==> src/sv/swpr_pkg.sv <==
// ----------------------------------------------------------------------------
// swpr_pkg: shared types for the sliding window peak range block
// Holds the queue entry carried from the front end to the window engine.
// ----------------------------------------------------------------------------
package swpr_pkg;

  localparam int unsigned CfgBits = 11;

  // one classified sample, as queued between front and back
  typedef struct packed {
    logic [31:0]        sample;  // sign-extended sample
    logic [CfgBits-1:0] len;     // effective window length, 1..WINDOW_MAX
    logic               last;
  } swpr_item_t;

  typedef enum logic [1:0] {
    BeIdle,
    BeScan,
    BeDone
  } swpr_be_state_e;

endpackage

==> src/sv/swpr_front.sv <==
// ----------------------------------------------------------------------------
// swpr_front: sample intake
// Sign-extends samples, clamps the window length and queues items.
// ----------------------------------------------------------------------------
module swpr_front #(
  parameter int unsigned WindowMax  = 1024,
  parameter int unsigned SampleBits = 32
) (
  input  logic                         clk_i,
  input  logic                         rst_ni,
  input  logic [swpr_pkg::CfgBits-1:0] window_len_q_i,
  input  logic [31:0]                  sample_i,
  input  logic                         last_sample_i,
  input  logic                         in_valid_i,
  output logic                         in_ready_o,
  output swpr_pkg::swpr_item_t         item_o,
  output logic                         item_valid_o,
  input  logic                         item_ready_i
);
  import swpr_pkg::*;

  localparam int unsigned LenBits = $clog2(WindowMax + 1);

  swpr_item_t q_d [2];
  swpr_item_t q_q [2];
  logic [1:0] cnt_d, cnt_q;
  swpr_item_t in_item;
  logic [LenBits-1:0] len_clamped;
  logic push, pop;

  // window length clamp
  always_comb begin
    if (window_len_q_i == '0) begin
      len_clamped = LenBits'(1);
    end else if (32'(window_len_q_i) > WindowMax) begin
      len_clamped = LenBits'(WindowMax);
    end else begin
      len_clamped = LenBits'(window_len_q_i);
    end
  end

  // classify incoming sample
  always_comb begin
    in_item.sample = 32'(signed'(sample_i[SampleBits-1:0]));
    in_item.len    = CfgBits'(len_clamped);
    in_item.last   = last_sample_i;
  end

  assign in_ready_o   = (cnt_q != 2'd2);
  assign push         = in_valid_i && in_ready_o;
  assign item_valid_o = (cnt_q != 2'd0);
  assign pop          = item_valid_o && item_ready_i;
  assign item_o       = q_q[0];

  // two-entry queue, head in slot 0
  always_comb begin
    q_d   = q_q;
    cnt_d = cnt_q;
    if (pop) begin
      q_d[0] = q_q[1];
      cnt_d  = cnt_d - 2'd1;
    end
    if (push) begin
      q_d[cnt_d[0]] = in_item;
      cnt_d = cnt_d + 2'd1;
    end
  end

  always_ff @(posedge clk_i or negedge rst_ni) begin
    if (!rst_ni) begin
      cnt_q <= 2'd0;
    end else begin
      cnt_q <= cnt_d;
    end
  end

  always_ff @(posedge clk_i) begin
    q_q <= q_d;
  end

endmodule

==> config.mk <==
export PLATFORM = sky130hd
export DESIGN_NAME = swpr_front
export DESIGN_NICKNAME = d
export VERILOG_FILES = /design/src/sv/swpr_pkg.sv /design/src/sv/swpr_front.sv
export SDC_FILE = /design/constraint.sdc
export NUM_CORES = 1
export LEC_CHECK = 0
export BUFFER_PORTS_ARGS = -buffer_cell sky130_fd_sc_hd__buf_2
export CAP_MARGIN = 20
export CORE_UTILIZATION = 45
export CTS_CLUSTER_DIAMETER = 150
export DETAILED_ROUTE_END_ITERATION = 10
export PLACE_DENSITY = 0.71
export SLEW_MARGIN = 20
export SYNTH_ARGS = -nofsm -noshare
export SYNTH_HDL_FRONTEND = slang
export SYNTH_SLANG_ARGS = --single-unit
==> constraint.sdc <==
create_clock -name clk_i -period 6.7 [get_ports clk_i]
set_input_delay 1.34 -clock clk_i [delete_from_list [all_inputs] [get_ports clk_i]]
set_output_delay 1.34 -clock clk_i [all_outputs]
set_load 0.05 [all_outputs]
==> results of run 1 <==
[Yosys cell counts, drive strengths merged]
cell    number
nor2b       11
a31oi        1
dfxtp       44
nand2        2
o21ai        1
buf         49
clkbuf       6
dfrtp        2
nor3b        1
inv          4
xnor2        3
nor4         2
mux2        88
nor2         2
ha           3
nand3b       1
edfxtp      44
[cells by family after synthesis]
family / count (synthesis)
fa+ha+maj: 3
compound gates: 2
buf+inv: 59
simple gates: 19
flops: 90
xor+xnor: 3
mux: 88
[routing by layer]
metal	share of wire [%]	GRT usage, %	vias up
met4	1.7	5.303	0
met3	8.3	6.699	12
met5	0	0	-
met2	48	23.56	68
met1	42	14.50	936
li1	-	-	990
[metrics by stage]
stage	hold slack [ns]	instance area (sq um)
5_1_grt	0.6052	4309
3_3_place_gp	0.5758	4079
2_1_floorplan	0.5705	3896
3_5_place_dp	0.5823	4079
6_report	0.5950	4309
4_1_cts	0.5981	4299
[how the worst max path moves through the flow]
stage | from | endpoint | slack (ns) | depth (start not counted)
floorplan | item_ready_i | flop | 3.53 | 3
global placement | item_ready_i | flop | 3.01 | 5
detailed placement | item_ready_i | flop | 2.98 | 5
CTS | item_ready_i | flop | 3.36 | 5
global route | item_ready_i | item_o[33]$_DFF_P_ | 3.34 | 6
finish | item_ready_i | item_o[25]$_DFF_P_ | 3.48 | 6
[layout make-up]
cell class | count | area, sq um
clock buffers | 12 | 145.1
clock inverters | 4 | 75.07
fillers | 740 | 3990
inverters | 4 | 15.01
multi-input cells | 115 | 1217
flip-flops and latches | 90 | 2252
well taps | 105 | 131.4
repair buffers | 94 | 473.0
[tightest hold or removal path: stages (launching register included)]
cell and delay [ns]:
edfxtp_1 0.32, mux2_2 0.13, mux2_2 0.13
==> impl_metrics.ini, run 1 <==
[synth]
synthDominantCellAreaShare_pct = 33.91
synth-adder-area-share_pct = 0.9634
synth_seq_cells = 90
synth_cell_type_count = 22
synth-xor-area-share_pct = 0.6744
synth_cells = 264
synth_compound_area_share_pct = 0.2890
synth_largest_area_cell = edfxtp_1
syn_nets = 315
synth_area_leaders = edfxtp_1 (34%), mux2_2 (25%), dfxtp_1 (23%), buf_4 (8.5%), nor2b_1 (1.6%)
ys_seq_area_share_pct = 57.80
netlist_area_sq_um = 3896
syn_avg_cell_area_sq_um = 14.76
synth_mux_area_share_pct = 25.63
synth_top_family_by_area = multiplexers
yosys_warnings = 0
synth-simple-area-share_pct = 3.372

[placement]
dpl.hpwl_microns = 3732
pre_cts_ws_ns = 2.976
dp.cells = 408
place.gp.congestion = 0.7359
port_buffers = 93

[cts]
cts.clk_slew.worst_paths_ns = 0.08
cts-root-buf = clkbuf_8
cts_buffer_depth = 2
post_cts_buffers = 0
hold_buffers = 0
cts.sinks = 90
insertion_delay_ns = 0.35
cts_buffers = 9
ctsResizeCount = 0
cts_tree = yes
cts_max_level = 3

[floorplanning]
core_sq_um = 8299
start_util_pct = 46.95
die_w_microns = 95.05
die_h_microns = 95.05
num_rows = 33
pin_count = 94
die_area_sq_um = 9035

[cells_and_area]
final_nets = 365
syn2layout_area_growth_pct = 10.60
layout_common_cells = buf_2 (93), mux2_2 (86), edfxtp_1 (44), dfxtp_1 (44)
antenna_cells = 0
final_util_pct = 51.92
instances_no_fill = 424
layout_commonest_cell = buf_2
drive_above_1_share_pct = 62.38

[run_status]
outcome = complete, no violations

[setup_path]
r2r-end = item_o[25]$_DFF_P_
worstPathMaxFanout = 47
rr_startpoint = cnt_q[0]$_DFF_PN0_
critPathBufInv = 2
cpLargestDelayFamily = simple AND/OR/NAND/NOR gates
r2r_cells = 7
crit_chain = buf_2 -> nor2b_4 -> buf_4 -> xnor2_1 -> nand3b_4 -> mux2_4
cp_slowest_cell = nand3b_4
max_stage_delay_ns = 0.63
reg2reg_setup_slack_ns = 3.86
cp.required_ns = 6.94
critPathCaptureType = flop
startpoint_type = primary input
critical_path_class = in2reg
worst_ep_arrival_time_ns = 3.46

[sta]
setup_tns_ns = 0
worst_slew_pin_slew_ns = 0.6782
drv_slew = 0
finalSetupViolCount = 0
fmax_ghz = 0.3109
fin_crit_ns = 3.217
period_share_pct = 48.01
slew_headroom_pct = 54.79
timing.final.hold_violations = 0
fin_ws_ns = 3.483
skew_ns = 0.01058
rsz0062_at_grt = no

[global_routing]
grt_antenna_before_repair = 0
grt_usage_pct = 13.75
grt_max_degree = 48
grt_first_pass_wirelength_microns = 9114
grt_overflow = 0
grt_pass1_vias = 2055

[worst_hold_path]
hp-class = reg2reg
holdPathEnd = item_o[30]$_DFF_P_
hold_depth = 2

[route]
drtPass1Iterations = 2
postRouteAntennaNets = 0
drtIter0Drc = 25
via_count = 2006
post-route-drc-count = 0
routed_wl_microns = 5694
routedWlPerCell_microns = 13.43
drt-vias-per-instance = 4.731

[job]
maxCapViolCount = 0
Power of run 1 is left out: the tool's default activity adds up to more than one toggle a clock period on the data nets, which glitch-free logic cannot reach.
==> inputs of run 2 (changes only) <==
--- a/config.mk
+++ b/config.mk
@@ -10,7 +10,7 @@
 export CORE_UTILIZATION = 45
 export CTS_CLUSTER_DIAMETER = 150
 export DETAILED_ROUTE_END_ITERATION = 10
-export PLACE_DENSITY = 0.71
+export PLACE_DENSITY = 0.74
 export SLEW_MARGIN = 20
 export SYNTH_ARGS = -nofsm -noshare
 export SYNTH_HDL_FRONTEND = slang
==> constraint.sdc (replaced) <==
create_clock -name clk_i -period 2.8 [get_ports clk_i]
set_input_delay 0.56 -clock clk_i [delete_from_list [all_inputs] [get_ports clk_i]]
set_output_delay 0.56 -clock clk_i [all_outputs]
set_load 0.05 [all_outputs]
==> impl_metrics.ini, run 2 (synthesis results as in run 1) <==
[placement]
place.gp.congestion = 0.7051
dpl.hpwl_microns = 3848
dp.cells = 410
port_buffers = 93

[sta]
skew_ns = 0.009663
setup_tns_ns = 0
timing.final.hold_violations = 0
worst_slew_pin_slew_ns = 0.6672
drv_slew = 0
slew_headroom_pct = 55.52
period_share_pct = 77.02
rsz0062_at_grt = no
fmax_ghz = 0.4637
fin_crit_ns = 2.156
finalSetupViolCount = 0

[cts]
cts_max_level = 3
hold_buffers = 1
ctsResizeCount = 0
cts_buffer_depth = 2
cts-root-buf = clkbuf_8
cts_buffers = 9
post_cts_buffers = 0
cts.sinks = 90
cts_tree = yes
cts.clk_slew.worst_paths_ns = 0.09
insertion_delay_ns = 0.34

[route]
routedWlPerCell_microns = 13.51
drt-vias-per-instance = 4.740
via_count = 2024
routed_wl_microns = 5767
drtPass1Iterations = 4
drtIter0Drc = 39
post-route-drc-count = 0
postRouteAntennaNets = 0

[cells_and_area]
nFillCells = 749
syn2layout_area_growth_pct = 9.666
layout_common_cells = buf_2 (93), mux2_2 (86), edfxtp_1 (44), dfxtp_1 (44), nor2b_1 (10)
final_nets = 368
drive_above_1_share_pct = 62.73
layout_commonest_cell = buf_2
antenna_cells = 0
instances_no_fill = 427

[worst_hold_path]
hold_depth = 1
hp-class = in2reg

[job]
maxCapViolCount = 0

[setup_path]
r2r_cells = 6
max_stage_delay_ns = 0.60
startpoint_type = flop
critical_path_class = reg2reg
worstPathMaxFanout = 44
crit_chain = inv_1 -> ha_1 -> nor2b_4 -> xnor2_1 -> nand3b_4 -> mux2_4
cp.required_ns = 3.03
critPathCaptureType = flop
cp_slowest_cell = nand3b_4
worst_ep_arrival_time_ns = 2.38

[global_routing]
grt_first_pass_wirelength_microns = 8894
grt_max_degree = 47
grt_pass1_vias = 1956
grt_usage_pct = 13.30
grt_overflow = 0
grt_antenna_before_repair = 0

[floorplanning]
die_area_sq_um = 9035
core_sq_um = 8299
die_h_microns = 95.05
pin_count = 94
die_w_microns = 95.05
start_util_pct = 46.95
num_rows = 33

[run_status]
outcome = complete, no violations
run 2: cell type report:
| cell class | count | area (sq um) | area share, % |
|---|---|---|---|
| Sequential cell | 90 | 2252 | 52.71 |
| Multi-Input combinational cell | 115 | 1207 | 28.26 |
| Timing Repair Buffer | 97 | 498.0 | 11.65 |
| Tap cell | 105 | 131.4 | 3.075 |
| Clock buffer | 10 | 127.6 | 2.987 |
| Clock inverter | 6 | 41.29 | 0.9663 |
| Inverter | 4 | 15.01 | 0.3514 |
run 2: routing by layer:
metal / GRT usage [%] / up-vias / wire (microns)
li1: - / 1003 / -
met1: 15.34 / 948 / 2455
met4: 5.808 / 0 / 91
met2: 22.24 / 65 / 2806
met3: 4.705 / 8 / 413
met5: 0 / - / 0
run 2: worst max-delay path: cells and delay by family, from the launching register on:
kind          cells  cell delay [ns]
xor+xnor          1             0.14
simple gates      2             0.66
flops             1             0.40
buf+inv           1             0.12
fa+ha+maj         1             0.23
mux               1             0.50
run 2: path summary, 6_finish.rpt:
check	start	to	slack (ns)
min in group asynchronous	rst_ni	cnt_q[1]$_DFF_PN0_	0.53
hold reg to reg	flop	item_o[18]$_DFF_P_	0.60
max in group asynchronous	rst_ni	cnt_q[0]$_DFF_PN0_	2.18
setup reg to reg	cnt_q[0]$_DFF_PN0_	item_o[25]$_DFF_P_	0.64
setup / recovery	cnt_q[0]$_DFF_PN0_	item_o[25]$_DFF_P_	0.64
hold / removal	sample_i[26]	flop	0.40
run 2: per-stage QoR:
step	instance area, sq um	hold WS [ns]	setup slack [ns]	util [%]
3_3_place_gp	4094	0.3455	0.6131	49.33
2_1_floorplan	3896	0.2644	0.3346	-
4_1_cts	4273	0.3837	0.5867	51.49
6_report	4273	0.4019	0.6435	51.49
3_5_place_dp	4094	0.3476	0.6056	49.33
5_1_grt	4273	0.3747	0.4600	51.49
Power of run 2 is left out for the same reason.
